$ cat src/design/cmr_pkg.sv
package cmr_pkg;

   localparam int MaxPoints = 16;
   localparam int CoordW    = 16;
   localparam int PointW    = 3 * CoordW;
   localparam int IdxW      = $clog2(MaxPoints);
   localparam int CntW      = $clog2(MaxPoints + 1);
   localparam int TimeW     = 24;
   localparam int ClkW      = 25;
   localparam int PhaseW    = 17;
   localparam int ElapsedW  = 16;
   localparam int OpW       = 3;
   localparam int CsrAddrW  = 4;
   localparam int CsrDataW  = 32;
   localparam int CoefW     = CoordW + 4;
   localparam int ProdW     = CoefW + PhaseW + 1;
   localparam int AccW      = ProdW + 2;

   localparam logic [OpW-1:0] OpAppend = 3'd0;
   localparam logic [OpW-1:0] OpRemove = 3'd1;
   localparam logic [OpW-1:0] OpClear  = 3'd2;
   localparam logic [OpW-1:0] OpReset  = 3'd3;
   localparam logic [OpW-1:0] OpStart  = 3'd4;
   localparam logic [OpW-1:0] OpTick   = 3'd5;

   localparam logic [1:0] RegTotalTime = 2'd0;
   localparam logic [1:0] RegLoopMode  = 2'd1;
   localparam logic [1:0] RegCycleMode = 2'd2;

   typedef struct packed {
      logic signed [CoordW-1:0] x;
      logic signed [CoordW-1:0] y;
      logic signed [CoordW-1:0] z;
   } point_type;

   typedef struct packed {
      logic [OpW-1:0]           opcode;
      logic signed [CoordW-1:0] point_x;
      logic signed [CoordW-1:0] point_y;
      logic signed [CoordW-1:0] point_z;
      logic [ElapsedW-1:0]      elapsed;
   } req_type;

   typedef struct packed {
      logic signed [CoordW-1:0] pos_x;
      logic signed [CoordW-1:0] pos_y;
      logic signed [CoordW-1:0] pos_z;
      logic [IdxW-1:0]          segment_index;
      logic [PhaseW-1:0]        phase;
      logic                     status;
      logic                     is_running;
   } rsp_type;

   function automatic logic signed [CoordW-1:0] coord_of(input point_type p,
                                                         input logic [1:0] axis);
      logic signed [CoordW-1:0] v;
      case (axis)
         2'd0: v = p.x;
         2'd1: v = p.y;
         default: v = p.z;
      endcase
      return v;
   endfunction

endpackage

$ cat src/design/cmr_ram.sv
module cmr_ram #(
   parameter int Width = 48,
   parameter int Depth = 16,
   localparam int AddrW = $clog2(Depth)
) (
   input  logic             clock,
   input  logic             we,
   input  logic [AddrW-1:0] waddr,
   input  logic [Width-1:0] wdata,
   input  logic [AddrW-1:0] raddr,
   output logic [Width-1:0] rdata
);

   logic [Width-1:0] mem_ff [Depth];
   logic [Width-1:0] rdata_ff;

   always_ff @(posedge clock) begin
      if (we) begin
         mem_ff[waddr] <= wdata;
      end
      rdata_ff <= mem_ff[raddr];
   end

   assign rdata = rdata_ff;

endmodule

$ cat src/design/catmull_rom_path_follower.sv
// Catmull-Rom path follower: keeps up to 16 waypoints in a small synchronous RAM and, on each
// tick while running, returns a uniform Catmull-Rom position between the current and next
// waypoint. One item is worked at a time; a new item is taken once the previous result sits in
// the output register. Append, remove, clear and a tick while stopped go straight to the output
// register, reset with points stored adds a read-back of the first waypoint, start runs 24 steps
// of the bit-serial divider for the segment length, and a tick while running takes the item,
// advances, checks the phase, runs 16 divider steps for the phase, reads four waypoints through
// the single RAM read port, forms t^2 and t^3, builds the cubic for x, y and z in turn on one
// shared multiplier and loads the output register. A tick whose phase saturates at one skips the
// divider. A stalled result holds the block for as long as it waits.
module catmull_rom_path_follower (
   input  logic                             clock,
   input  logic                             reset,
   input  logic                             req_valid,
   output logic                             req_stall,
   input  cmr_pkg::req_type                 req_data,
   output logic                             rsp_valid,
   input  logic                             rsp_stall,
   output cmr_pkg::rsp_type                 rsp_data,
   input  logic                             csr_psel,
   input  logic                             csr_penable,
   input  logic                             csr_pwrite,
   input  logic [cmr_pkg::CsrAddrW-1:0]     csr_paddr,
   input  logic [cmr_pkg::CsrDataW-1:0]     csr_pwdata,
   output logic [cmr_pkg::CsrDataW-1:0]     csr_prdata,
   output logic                             csr_pready
);

   typedef enum logic [10:0] {
      ST_IDLE  = 11'b00000000001,
      ST_RSTWB = 11'b00000000010,
      ST_DIV   = 11'b00000000100,
      ST_ADV   = 11'b00000001000,
      ST_PH    = 11'b00000010000,
      ST_RD    = 11'b00000100000,
      ST_T2    = 11'b00001000000,
      ST_T3    = 11'b00010000000,
      ST_MAC   = 11'b00100000000,
      ST_SAT   = 11'b01000000000,
      ST_FIN   = 11'b10000000000
   } state_type;

   state_type                          state_ff, state_in;
   logic [cmr_pkg::TimeW-1:0]          total_time_ff, total_time_in;
   logic                               loop_mode_ff, loop_mode_in;
   logic                               cycle_mode_ff, cycle_mode_in;
   logic [cmr_pkg::CntW-1:0]           count_ff, count_in;
   logic [cmr_pkg::IdxW-1:0]           cur_ff, cur_in;
   logic [cmr_pkg::IdxW-1:0]           nxt_ff, nxt_in;
   logic [cmr_pkg::ClkW-1:0]           clk_ff, clk_in;
   logic [cmr_pkg::TimeW-1:0]          len_ff, len_in;
   logic                               run_ff, run_in;
   cmr_pkg::point_type                 pos_ff, pos_in;
   logic [cmr_pkg::PhaseW-1:0]         phase_ff, phase_in;
   logic                               status_ff, status_in;
   logic                               tick_ff, tick_in;
   logic [cmr_pkg::TimeW-1:0]          rem_ff, rem_in;
   logic [cmr_pkg::TimeW-1:0]          quo_ff, quo_in;
   logic [cmr_pkg::TimeW-1:0]          den_ff, den_in;
   logic [4:0]                         step_ff, step_in;
   logic [2:0]                         rd_ff, rd_in;
   cmr_pkg::point_type                 pts_ff [4];
   cmr_pkg::point_type                 pts_in [4];
   logic [cmr_pkg::PhaseW-1:0]         t2_ff, t2_in;
   logic [cmr_pkg::PhaseW-1:0]         t3_ff, t3_in;
   logic signed [cmr_pkg::ProdW-1:0]   prod_ff, prod_in;
   logic signed [cmr_pkg::AccW-1:0]    acc_ff, acc_in;
   logic [1:0]                         axis_ff, axis_in;
   logic [1:0]                         term_ff, term_in;
   logic                               rsp_valid_ff, rsp_valid_in;
   cmr_pkg::rsp_type                   rsp_data_ff, rsp_data_in;

   logic                               ram_we;
   logic [cmr_pkg::IdxW-1:0]           ram_waddr;
   logic [cmr_pkg::PointW-1:0]         ram_wdata;
   logic [cmr_pkg::IdxW-1:0]           ram_raddr;
   logic [cmr_pkg::PointW-1:0]         ram_rdata;

   logic                               csr_write;
   logic [cmr_pkg::ClkW:0]             clk_sum;
   logic [cmr_pkg::CntW-1:0]           segs;
   logic [cmr_pkg::TimeW:0]            rem_sh;
   logic                               div_ge;
   logic [cmr_pkg::TimeW-1:0]          rem_new;
   logic [cmr_pkg::TimeW-1:0]          quo_new;
   logic [4:0]                         div_last;
   logic [cmr_pkg::IdxW-1:0]           idx [4];
   logic                               two_pts;
   logic [2*cmr_pkg::PhaseW-1:0]       sq;
   logic [2*cmr_pkg::PhaseW-1:0]       cu;
   logic signed [cmr_pkg::CoefW-1:0]   p0e, p1e, p2e, p3e;
   logic signed [cmr_pkg::CoefW-1:0]   coef_a, coef_b, coef_c, coef_sel;
   logic signed [cmr_pkg::PhaseW:0]    tv_sel;
   logic signed [cmr_pkg::AccW-1:0]    base;
   logic signed [cmr_pkg::AccW-1:0]    acc_sum;
   logic signed [cmr_pkg::AccW-18:0]   q;
   logic signed [cmr_pkg::CoordW-1:0]  q_sat;

   cmr_ram #(.Width(cmr_pkg::PointW), .Depth(cmr_pkg::MaxPoints)) u_store (
      .clock (clock),
      .we    (ram_we),
      .waddr (ram_waddr),
      .wdata (ram_wdata),
      .raddr (ram_raddr),
      .rdata (ram_rdata)
   );

   assign csr_pready = 1'b1;
   assign csr_write  = csr_psel && csr_penable && csr_pwrite;

   always_comb begin
      case (csr_paddr[3:2])
         cmr_pkg::RegTotalTime: csr_prdata = {8'd0, total_time_ff};
         cmr_pkg::RegLoopMode:  csr_prdata = {31'd0, loop_mode_ff};
         cmr_pkg::RegCycleMode: csr_prdata = {31'd0, cycle_mode_ff};
         default: csr_prdata = '0;
      endcase
   end

   assign req_stall = (state_ff != ST_IDLE);
   assign rsp_valid = rsp_valid_ff;
   assign rsp_data  = rsp_data_ff;

   assign clk_sum  = {1'b0, clk_ff} + (cmr_pkg::ClkW + 1)'(req_data.elapsed);
   assign segs     = cycle_mode_ff ? count_ff : count_ff - cmr_pkg::CntW'(1);
   assign rem_sh   = {rem_ff, quo_ff[cmr_pkg::TimeW-1]};
   assign div_ge   = rem_sh >= {1'b0, den_ff};
   assign rem_new  = div_ge ? cmr_pkg::TimeW'(rem_sh - {1'b0, den_ff})
                   : rem_sh[cmr_pkg::TimeW-1:0];
   assign quo_new  = {quo_ff[cmr_pkg::TimeW-2:0], div_ge};
   assign div_last = tick_ff ? 5'(cmr_pkg::PhaseW - 2) : 5'(cmr_pkg::TimeW - 1);

   assign two_pts = (count_ff == cmr_pkg::CntW'(2));
   assign idx[1]  = cur_ff;
   assign idx[2]  = nxt_ff;
   assign idx[0]  = two_pts ? cur_ff : ((cur_ff == '0) ? '0 : cur_ff - cmr_pkg::IdxW'(1));
   assign idx[3]  = two_pts ? nxt_ff
                  : ((({1'b0, nxt_ff} + cmr_pkg::CntW'(1)) >= count_ff)
                     ? nxt_ff : nxt_ff + cmr_pkg::IdxW'(1));

   assign sq = phase_ff * phase_ff;
   assign cu = t2_ff * phase_ff;

   assign p0e = cmr_pkg::CoefW'(cmr_pkg::coord_of(pts_ff[0], axis_ff));
   assign p1e = cmr_pkg::CoefW'(cmr_pkg::coord_of(pts_ff[1], axis_ff));
   assign p2e = cmr_pkg::CoefW'(cmr_pkg::coord_of(pts_ff[2], axis_ff));
   assign p3e = cmr_pkg::CoefW'(cmr_pkg::coord_of(pts_ff[3], axis_ff));
   assign coef_a = p2e - p0e;
   assign coef_b = (p0e <<< 1) - ((p1e <<< 2) + p1e) + (p2e <<< 2) - p3e;
   assign coef_c = p3e - p0e + ((p1e <<< 1) + p1e) - ((p2e <<< 1) + p2e);
   assign base   = (cmr_pkg::AccW'(p1e) <<< 17) + cmr_pkg::AccW'(65536);
   assign acc_sum = acc_ff + cmr_pkg::AccW'(prod_ff);

   always_comb begin
      case (term_ff)
         2'd0: begin
            coef_sel = coef_a;
            tv_sel   = $signed({1'b0, phase_ff});
         end
         2'd1: begin
            coef_sel = coef_b;
            tv_sel   = $signed({1'b0, t2_ff});
         end
         default: begin
            coef_sel = coef_c;
            tv_sel   = $signed({1'b0, t3_ff});
         end
      endcase
   end

   assign q     = acc_ff[cmr_pkg::AccW-1:17];
   assign q_sat = (q[cmr_pkg::AccW-18:cmr_pkg::CoordW-1]
                   != {(cmr_pkg::AccW-16-cmr_pkg::CoordW){q[cmr_pkg::CoordW-1]}})
                ? (q[cmr_pkg::AccW-18] ? {1'b1, {(cmr_pkg::CoordW-1){1'b0}}}
                                       : {1'b0, {(cmr_pkg::CoordW-1){1'b1}}})
                : q[cmr_pkg::CoordW-1:0];

   always_comb begin
      state_in      = state_ff;
      total_time_in = total_time_ff;
      loop_mode_in  = loop_mode_ff;
      cycle_mode_in = cycle_mode_ff;
      count_in      = count_ff;
      cur_in        = cur_ff;
      nxt_in        = nxt_ff;
      clk_in        = clk_ff;
      len_in        = len_ff;
      run_in        = run_ff;
      pos_in        = pos_ff;
      phase_in      = phase_ff;
      status_in     = status_ff;
      tick_in       = tick_ff;
      rem_in        = rem_ff;
      quo_in        = quo_ff;
      den_in        = den_ff;
      step_in       = step_ff;
      rd_in         = rd_ff;
      pts_in        = pts_ff;
      t2_in         = t2_ff;
      t3_in         = t3_ff;
      prod_in       = prod_ff;
      acc_in        = acc_ff;
      axis_in       = axis_ff;
      term_in       = term_ff;
      rsp_valid_in  = rsp_valid_ff && rsp_stall;
      rsp_data_in   = rsp_data_ff;
      ram_we        = 1'b0;
      ram_waddr     = count_ff[cmr_pkg::IdxW-1:0];
      ram_wdata     = {req_data.point_x, req_data.point_y, req_data.point_z};
      ram_raddr     = '0;

      if (csr_write) begin
         case (csr_paddr[3:2])
            cmr_pkg::RegTotalTime: total_time_in = csr_pwdata[cmr_pkg::TimeW-1:0];
            cmr_pkg::RegLoopMode:  loop_mode_in  = csr_pwdata[0];
            cmr_pkg::RegCycleMode: cycle_mode_in = csr_pwdata[0];
            default: ;
         endcase
      end

      case (state_ff)
         ST_IDLE: begin
            if (req_valid) begin
               status_in = 1'b0;
               phase_in  = '0;
               tick_in   = 1'b0;
               state_in  = ST_FIN;
               case (req_data.opcode)
                  cmr_pkg::OpAppend: begin
                     if (run_ff || count_ff == cmr_pkg::CntW'(cmr_pkg::MaxPoints)) begin
                        status_in = 1'b1;
                     end else begin
                        ram_we   = 1'b1;
                        count_in = count_ff + cmr_pkg::CntW'(1);
                     end
                  end
                  cmr_pkg::OpRemove: begin
                     if (run_ff || count_ff == '0) begin
                        status_in = 1'b1;
                     end else begin
                        count_in = count_ff - cmr_pkg::CntW'(1);
                     end
                  end
                  cmr_pkg::OpClear: begin
                     if (run_ff) begin
                        status_in = 1'b1;
                     end else begin
                        count_in = '0;
                     end
                  end
                  cmr_pkg::OpReset: begin
                     run_in = 1'b0;
                     cur_in = '0;
                     nxt_in = cmr_pkg::IdxW'(1);
                     clk_in = '0;
                     if (count_ff != '0) begin
                        state_in = ST_RSTWB;
                     end
                  end
                  cmr_pkg::OpStart: begin
                     if (run_ff || count_ff < cmr_pkg::CntW'(2)) begin
                        status_in = 1'b1;
                     end else begin
                        rem_in   = '0;
                        quo_in   = total_time_ff;
                        den_in   = cmr_pkg::TimeW'(segs);
                        step_in  = '0;
                        state_in = ST_DIV;
                     end
                  end
                  cmr_pkg::OpTick: begin
                     if (run_ff) begin
                        tick_in  = 1'b1;
                        clk_in   = clk_sum[cmr_pkg::ClkW] ? {cmr_pkg::ClkW{1'b1}}
                                 : clk_sum[cmr_pkg::ClkW-1:0];
                        state_in = ST_ADV;
                     end
                  end
                  default: ;
               endcase
            end
         end
         ST_RSTWB: begin
            pos_in   = cmr_pkg::point_type'(ram_rdata);
            state_in = ST_FIN;
         end
         ST_ADV: begin
            if (clk_ff > {1'b0, len_ff}) begin
               clk_in = clk_ff - {1'b0, len_ff};
               cur_in = nxt_ff;
               if (({1'b0, nxt_ff} + cmr_pkg::CntW'(1)) < count_ff) begin
                  nxt_in = nxt_ff + cmr_pkg::IdxW'(1);
               end else if (cycle_mode_ff) begin
                  nxt_in = '0;
               end else if (loop_mode_ff) begin
                  cur_in = '0;
                  nxt_in = cmr_pkg::IdxW'(1);
               end
            end
            state_in = ST_PH;
         end
         ST_PH: begin
            if (clk_ff >= {1'b0, len_ff}) begin
               phase_in = {1'b1, {(cmr_pkg::PhaseW-1){1'b0}}};
               rd_in    = '0;
               state_in = ST_RD;
            end else begin
               rem_in   = clk_ff[cmr_pkg::TimeW-1:0];
               quo_in   = '0;
               den_in   = len_ff;
               step_in  = '0;
               state_in = ST_DIV;
            end
         end
         ST_DIV: begin
            rem_in  = rem_new;
            quo_in  = quo_new;
            step_in = step_ff + 5'd1;
            if (step_ff == div_last) begin
               if (tick_ff) begin
                  phase_in = {1'b0, quo_new[cmr_pkg::PhaseW-2:0]};
                  rd_in    = '0;
                  state_in = ST_RD;
               end else begin
                  len_in   = (quo_new == '0) ? cmr_pkg::TimeW'(1) : quo_new;
                  run_in   = 1'b1;
                  state_in = ST_FIN;
               end
            end
         end
         ST_RD: begin
            if (rd_ff != 3'd4) begin
               ram_raddr = idx[rd_ff[1:0]];
            end
            if (rd_ff != 3'd0) begin
               pts_in[2'(rd_ff - 3'd1)] = cmr_pkg::point_type'(ram_rdata);
            end
            rd_in = rd_ff + 3'd1;
            if (rd_ff == 3'd4) begin
               state_in = ST_T2;
            end
         end
         ST_T2: begin
            t2_in    = cmr_pkg::PhaseW'((sq + (2*cmr_pkg::PhaseW)'(32768)) >> 16);
            state_in = ST_T3;
         end
         ST_T3: begin
            t3_in    = cmr_pkg::PhaseW'((cu + (2*cmr_pkg::PhaseW)'(32768)) >> 16);
            axis_in  = '0;
            term_in  = '0;
            state_in = ST_MAC;
         end
         ST_MAC: begin
            prod_in = coef_sel * tv_sel;
            if (term_ff == 2'd0) begin
               acc_in = base;
            end else begin
               acc_in = acc_sum;
            end
            term_in = term_ff + 2'd1;
            if (term_ff == 2'd3) begin
               state_in = ST_SAT;
            end
         end
         ST_SAT: begin
            case (axis_ff)
               2'd0: pos_in.x = q_sat;
               2'd1: pos_in.y = q_sat;
               default: pos_in.z = q_sat;
            endcase
            term_in = '0;
            axis_in = axis_ff + 2'd1;
            if (axis_ff == 2'd2) begin
               state_in = ST_FIN;
            end else begin
               state_in = ST_MAC;
            end
         end
         ST_FIN: begin
            if (!rsp_valid_ff || !rsp_stall) begin
               rsp_valid_in              = 1'b1;
               rsp_data_in.pos_x         = pos_ff.x;
               rsp_data_in.pos_y         = pos_ff.y;
               rsp_data_in.pos_z         = pos_ff.z;
               rsp_data_in.segment_index = cur_ff;
               rsp_data_in.phase         = phase_ff;
               rsp_data_in.status        = status_ff;
               rsp_data_in.is_running    = run_ff;
               state_in                  = ST_IDLE;
            end
         end
         default: state_in = ST_IDLE;
      endcase
   end

   always_ff @(posedge clock) begin
      if (reset) begin
         state_ff      <= ST_IDLE;
         total_time_ff <= cmr_pkg::TimeW'(1000);
         loop_mode_ff  <= 1'b1;
         cycle_mode_ff <= 1'b0;
         count_ff      <= '0;
         cur_ff        <= '0;
         nxt_ff        <= cmr_pkg::IdxW'(1);
         clk_ff        <= '0;
         len_ff        <= '0;
         run_ff        <= 1'b0;
         pos_ff        <= '0;
         rsp_valid_ff  <= 1'b0;
      end else begin
         state_ff      <= state_in;
         total_time_ff <= total_time_in;
         loop_mode_ff  <= loop_mode_in;
         cycle_mode_ff <= cycle_mode_in;
         count_ff      <= count_in;
         cur_ff        <= cur_in;
         nxt_ff        <= nxt_in;
         clk_ff        <= clk_in;
         len_ff        <= len_in;
         run_ff        <= run_in;
         pos_ff        <= pos_in;
         rsp_valid_ff  <= rsp_valid_in;
      end
   end

   always_ff @(posedge clock) begin
      phase_ff    <= phase_in;
      status_ff   <= status_in;
      tick_ff     <= tick_in;
      rem_ff      <= rem_in;
      quo_ff      <= quo_in;
      den_ff      <= den_in;
      step_ff     <= step_in;
      rd_ff       <= rd_in;
      pts_ff      <= pts_in;
      t2_ff       <= t2_in;
      t3_ff       <= t3_in;
      prod_ff     <= prod_in;
      acc_ff      <= acc_in;
      axis_ff     <= axis_in;
      term_ff     <= term_in;
      rsp_data_ff <= rsp_data_in;
   end

endmodule
$ cat config.mk
export PLATFORM = sky130hd
export DESIGN_NAME = catmull_rom_path_follower
export DESIGN_NICKNAME = d
export VERILOG_FILES = /design/src/design/cmr_pkg.sv /design/src/design/cmr_ram.sv /design/src/design/catmull_rom_path_follower.sv
export SDC_FILE = /design/constraint.sdc
export NUM_CORES = 2
export LEC_CHECK = 0
export BUFFER_PORTS_ARGS = -buffer_cell sky130_fd_sc_hd__buf_2
export CAP_MARGIN = 10
export CELL_PAD_IN_SITES_DETAIL_PLACEMENT = 0
export CELL_PAD_IN_SITES_GLOBAL_PLACEMENT = 1
export CORE_ASPECT_RATIO = 1.25
export CORE_MARGIN = 10
export CORE_UTILIZATION = 50
export DETAILED_ROUTE_END_ITERATION = 12
export HOLD_SLACK_MARGIN = 0.06
export PLACE_DENSITY_LB_ADDON = 0.1
export SLEW_MARGIN = 30
export SYNTH_ARGS = -nofsm -noshare
export SYNTH_HDL_FRONTEND = slang
export SYNTH_SLANG_ARGS = --single-unit
export TNS_END_PERCENT = 20
$ cat constraint.sdc
create_clock -name clock -period 23.8 [get_ports clock]
set_input_delay 2.38 -clock clock [delete_from_list [all_inputs] [get_ports clock]]
set_output_delay 2.38 -clock clock [all_outputs]
set_load 0.02 [all_outputs]
# Word level (Yosys, flattened, before mapping)
# Memories as Yosys holds them, arrays and structs flattened. A register that Yosys moved wholly into a read port is not among the register bits.
# Index checks and enable logic that the tools add are counted.
dict set report word_totals {
  register_bits 627
  ramBits 768
  inputBits 110
  output_inout_bits 106
  memories 1
}
# memory depth width rd rd_clocked_by_memory_dff wr line
set mem_list {}
lappend mem_list {u_store.mem_ff 16 48 1 1 1 cmr_ram.sv:14} ;# logic [Width-1:0] mem_ff [Depth];
dict set report classes {
  add_sub_neg 27
  mul 3
  order_cmp 9
  eq_ne 51
  n_mux 116
  bitwise_logic 3
  reduce_logical 50
}
# operator n
set op_table {}
lappend op_table {{$mux W24} 14}
lappend op_table {{$pmux W24 S3} 3}
lappend op_table {{$bwmux W192} 1}
lappend op_table {{$pmux W16 S2} 4}
lappend op_table {{$pmux W11 S11} 1}
lappend op_table {{$mux W11} 10}
lappend op_table {{$mux W25} 4}
lappend op_table {{$pmux W25 S2} 2}
lappend op_table {{$demux W48 S2} 1}
lappend op_table {{$pmux W48 S2} 1}
lappend op_table {{$mux W16} 5}
lappend op_table {{$mux W4} 20}
lappend op_table {{$mux W17} 4}
lappend op_table {{$add A33 B16 Y33 const B} 2}
lappend op_table {{$mul A17 B17 Y33} 2}
lappend op_table {{$pmux W17 S3} 1}
lappend op_table {{$ge A25 B24 Y1} 2}
lappend op_table {{$mux W48} 1}
lappend op_table {{$pmux W24 S2} 1}
lappend op_table {{$mux W5} 9}
lappend op_table {{$add A40 B38 Y40} 1}
lappend op_table {{$mux W40} 1}
lappend op_table {{$pmux W20 S2} 1}
lappend op_table {{$mul A20 B18 Y38} 1}
lappend op_table {{83 further kinds} 167}

# Depth between registers and ports, before layout
dict set report depth {
  ltp_word 9
  mapped_depth 47
  mapped_depth_nobuf 44
}

# Modules after synthesis
# From an unflattened synthesis, not the netlist that was laid out.
dict set report hier_totals {
  hier_cells 7896
  hier_area_um2 94603.2
}
# module n_inst cells_per_inst area_each_um2
set modules_own_cells {}
lappend modules_own_cells {catmull_rom_path_follower 1 6654 64908.5}
lappend modules_own_cells {cmr_ram 1 1242 29694.7}

# Worst setup path after synthesis
# OpenSTA, ideal clock, no wires.
dict set report synth_timing {
  path_kind {register to register}
  start {register axis_ff[0]}
  end {register prod_ff[36] in the netlist's numbering, data pin}
  t_arrival_ns 11.008
  t_required_ns 23.541
  slack_ns 12.532
  path_stages_with_launch 45
  path_cell_list {edfxtp_1 -> inv_1 -> ha_1 -> clkbuf_1 -> buf_1 -> a22o_1 -> a21oi_1 -> inv_1 -> fa_1 -> inv_1 -> fa_1 -> fa_1 -> inv_1 -> ha_1 -> a21o_1 -> a21o_1 -> a2111oi_0 -> o21ai_0 -> (+9 left out) -> fa_1 -> fa_1 -> inv_1 -> fa_1 -> fa_1 -> inv_1 -> fa_1 -> inv_1 -> ha_1 -> a21o_1 -> a21o_1 -> a21o_1 -> nor3_1 -> a21oi_1 -> a211oi_1 -> o21ai_0 -> a41oi_1 -> xnor2_1}
}
dict set report synth_via {
  elab_chain_len 8
  elab_cells_between_ends 18
  classes_between {10 x add/sub; 1 x mul; 1 x eq/ne; 5 x mux; 1 x reduce/logical}
}
# item line
set synth_lines {}
lappend synth_lines {{start: declaration} catmull_rom_path_follower.sv:68} ;# logic [1:0] axis_ff, axis_in;
lappend synth_lines {{start signal: assignment} catmull_rom_path_follower.sv:440} ;# axis_ff <= axis_in;
lappend synth_lines {{$eq A2 B1 Y1 or $logic_not A2 Y1 (tied branches)} cmr_pkg.sv:57} ;# case (axis)
lappend synth_lines {{$pmux W16 S2} cmr_pkg.sv:57}
lappend synth_lines {{$add A18 B16 Y19} catmull_rom_path_follower.sv:149} ;# assign coef_b = (p0e <<< 1) - ((p1e <<< 2) + p1e) + (p2e <<< 2) - p3e;
lappend synth_lines {{$sub A17 B19 Y20} catmull_rom_path_follower.sv:149}
lappend synth_lines {{$add A20 B18 Y20} catmull_rom_path_follower.sv:149}
lappend synth_lines {{$sub A20 B16 Y20} catmull_rom_path_follower.sv:149}
lappend synth_lines {{$pmux W20 S2 *} catmull_rom_path_follower.sv:155} ;# case (term_ff)
lappend synth_lines {{$mul A20 B18 Y38 *} catmull_rom_path_follower.sv:354} ;# prod_in = coef_sel * tv_sel;
lappend synth_lines {{end signal: assignment} catmull_rom_path_follower.sv:438} ;# prod_ff <= prod_in;
lappend synth_lines {{end: declaration} catmull_rom_path_follower.sv:66} ;# logic signed [cmr_pkg::ProdW-1:0] prod_ff, prod_in;
# Mark *: on every way between the ends. The rest lies on a longest branch, timed or not.
# A chain may end at the register's enable or synchronous reset.

# Worst setup path in the final report
# Ends and elaborated chain as after synthesis.

==> metrics.txt <==
clk sink count=1443; Rel. slew slack=29.83%; leading cell type by number of instances after synthesis=edfxtp_1; Die W=411.6 um; CP Capture Type=register; Initial Utilization=50.29%; first-pass GRT wire length=392900 um; # DRC=0; Mapped Area=95860 um2; top post-synthesis cells by area=edfxtp_1 (39%), fa_1 (18%), ha_1 (6.8%); synth unique cells=96; Layout Skew=79.34 ps; maximum clock rate=0.07462 GHz; Die Ht=509.5 um; PD cells=109.1 nW/um2; syn_area_per_cell=10.98 um2; Worst Path Class, Setup=register to register; peak supply drop=0.2663 mV; MaxCap Viol Count=0; Tcrit/Tclk final=56.31%; Post-synth EDFFs=1246; clock tree root driver cell=clkbuf_16; status=completed; CP peak stage delay=820 ps; Hold Crit Class=register to register; Post-DRT Antenna Nets=0; sequential area share after synthesis=43.15%; routed vias=64470; CTS tree=built; Tot GR Track Use=24.26%; Clock Latency Late Sink=830 ps; most frequent CP cell=fa_1; ys flop type=edfxtp_1; final max-slew violation count=0; Initial DRC Count=4539; Setup-failing EPs final=0; ys async rst share=0%; routability cong.=0.8888; depth of the CTS H-tree=4; Final min period=13400 ps; setup tns final=0 ps; I/O Pins=216; final worst slack=10400 ps; Area Overhead vs Synth=9.301%; Post-CTS Setup Inserts=0; Vias/cell=5.626; Post-Route WL=253400 um; post-DP HPWL=174900 um; CTS max path bufs=3; initial antenna violation count=32; Syn Inst Count=8733; Core Box Area=190600 um2; critical path arrival=13960 ps; commonest cells in the netlist=edfxtp_1 (1246), inv_1 (1195), nand2_1 (1058); WL per Instance=22.12 um; WP data required=24360 ps; hold_buf cts=0; Yosys top cell by area=edfxtp_1; post-synthesis register bit count=1443; YS warnings=0; Final #Nets=10280; crit path max-delay cell type=a2111oi_0; Critical Path Start Type=register; crit path max fanout=66; first drt pass iteration count=6; Std-Cell Rows=179; PostCTS Resize Cnt=0; I/O Buffers=196; TritonCTS buffer count=147; Synth top area share=39.03%; vias in the first global route=67270; pin count of the biggest net entering global routing=209; leakage power=0.04312 uW; RSZ-0062 raised after global routing=false; fraction of layout instances using a drive strength above 1=7.512%; Slew @ Worst Pin=1052 ps; Placement Setup Slack=10350 ps; Clock transition at path regs=60 ps; worst hold margin=434.3 ps; total congestion overflow=0; Final Hold Viols=0; Die Area=209700 um2
power by group:
part	switching, uW	leakage, uW	total [uW]	internal (uW)
Clock	1040	0.00243	2390	1340
Sequential	20.2	0.0129	3080	3060
Combinational	3350	0.0278	5970	2620
cell families (layout without fill, tap and decap cells):
group / count (synthesis) / after routing / share of synthesized area, %
xor gates and xnor gates: 240 / 240 / 2.193
AOI/OAI and AO/OA: 1634 / 1634 / 11.41
adders and majority gates: 1379 / 1379 / 24.71
DFF: 1443 / 1443 / 43.15
muxes: 39 / 39 / 0.4112
and+or+nand+nor: 2379 / 2379 / 11.61
buffers and inverters: 1617 / 1796 / 6.509
other: 2 / 15 / 0.007834
critical path: cells and delay by family, from the launching register on:
family,cells,cell delay [ps]
xor gates and xnor gates,1,170
AOI/OAI and AO/OA,13,4160
and+or+nand+nor,8,1120
DFF,1,420
adders and majority gates,12,5350
buffers and inverters,12,1940
cells in the final DEF, fill, tap and decap left out, drive strengths merged, types with 11 or more instances in the layout:
master and count:
a211oi 329, a21o 133, a21oi 442, a22o 85, a311oi 99, a31oi 131
and2 459, and3 33, buf 324, bufinv 11, clkbuf 195, clkinv 54
clkinvlp 11, dfxtp 197, edfxtp 1246, fa 858, ha 519, inv 1201
mux2i 36, nand2 1059, nand2b 39, nand3 78, nand4 33, nor2 436
nor2b 41, nor3 74, nor4 18, o211ai 12, o21a 39, o21ai 202
o21bai 28, o31ai 20, or2 37, or3 20, xnor2 151, xor2 89
layer usage:
metal,track usage [%],part of all wire (%)
met5,0,0.067
met3,3.671,5.0
met4,7.655,3.3
met1,30.23,41
met2,43.15,51
metrics by stage:
step	instance area [um2]	cells	util, %	total power [uW]
6_report	104800	11460	54.97	11430
5_1_grt	104800	11460	54.97	12620
4_1_cts	104700	11450	54.92	11590
3_5_place_dp	99590	11180	52.25	9162
3_3_place_gp	99470	11170	52.19	9090
2_1_floorplan	95880	8740	-	7762
area by class of cell:
| class | count | area (um2) |
|---|---|---|
| antenna | 6 | 15.01 |
| timing repair buffer | 324 | 2115 |
| inverter | 1198 | 4498 |
| tap | 2534 | 3171 |
| fill | 16420 | 85820 |
| clock inverter | 79 | 1050 |
| sequential | 1443 | 41360 |
| multi-input combinational | 5680 | 48520 |
| clock buffer | 195 | 4043 |
state kept, by name, indices dropped and copies added, names as in the netlist, 11 cells and up:
| register | flops |
|---|---|
| clk_ff | 25 |
| total_time_ff | 24 |
| rem_ff | 24 |
| t3_ff | 17 |
| u_store.mem_ff | 768 |
| u_store.rdata | 48 |
| den_ff | 24 |
| len_ff | 24 |
| acc_ff | 40 |
| rsp_data | 71 |
| prod_ff | 38 |
| pos_ff | 48 |
| t2_ff | 17 |
| pts_ff | 192 |
| phase_ff | 17 |
| quo_ff | 24 |
| state_ff | 11 |
path summary, 6_finish.rpt:
path,depth (start not counted),endpoint,slack (ps),startpoint
worst max-delay path,46,prod_ff[36],10400,axis_ff[0]
worst min-delay path,0,rsp_data[35],430,pos_ff[12]
worst max register to register,46,prod_ff[36],10400,axis_ff[0]
worst min register to register,0,rsp_data[35],430,pos_ff[12]
Power figures use the tool's default switching activity.
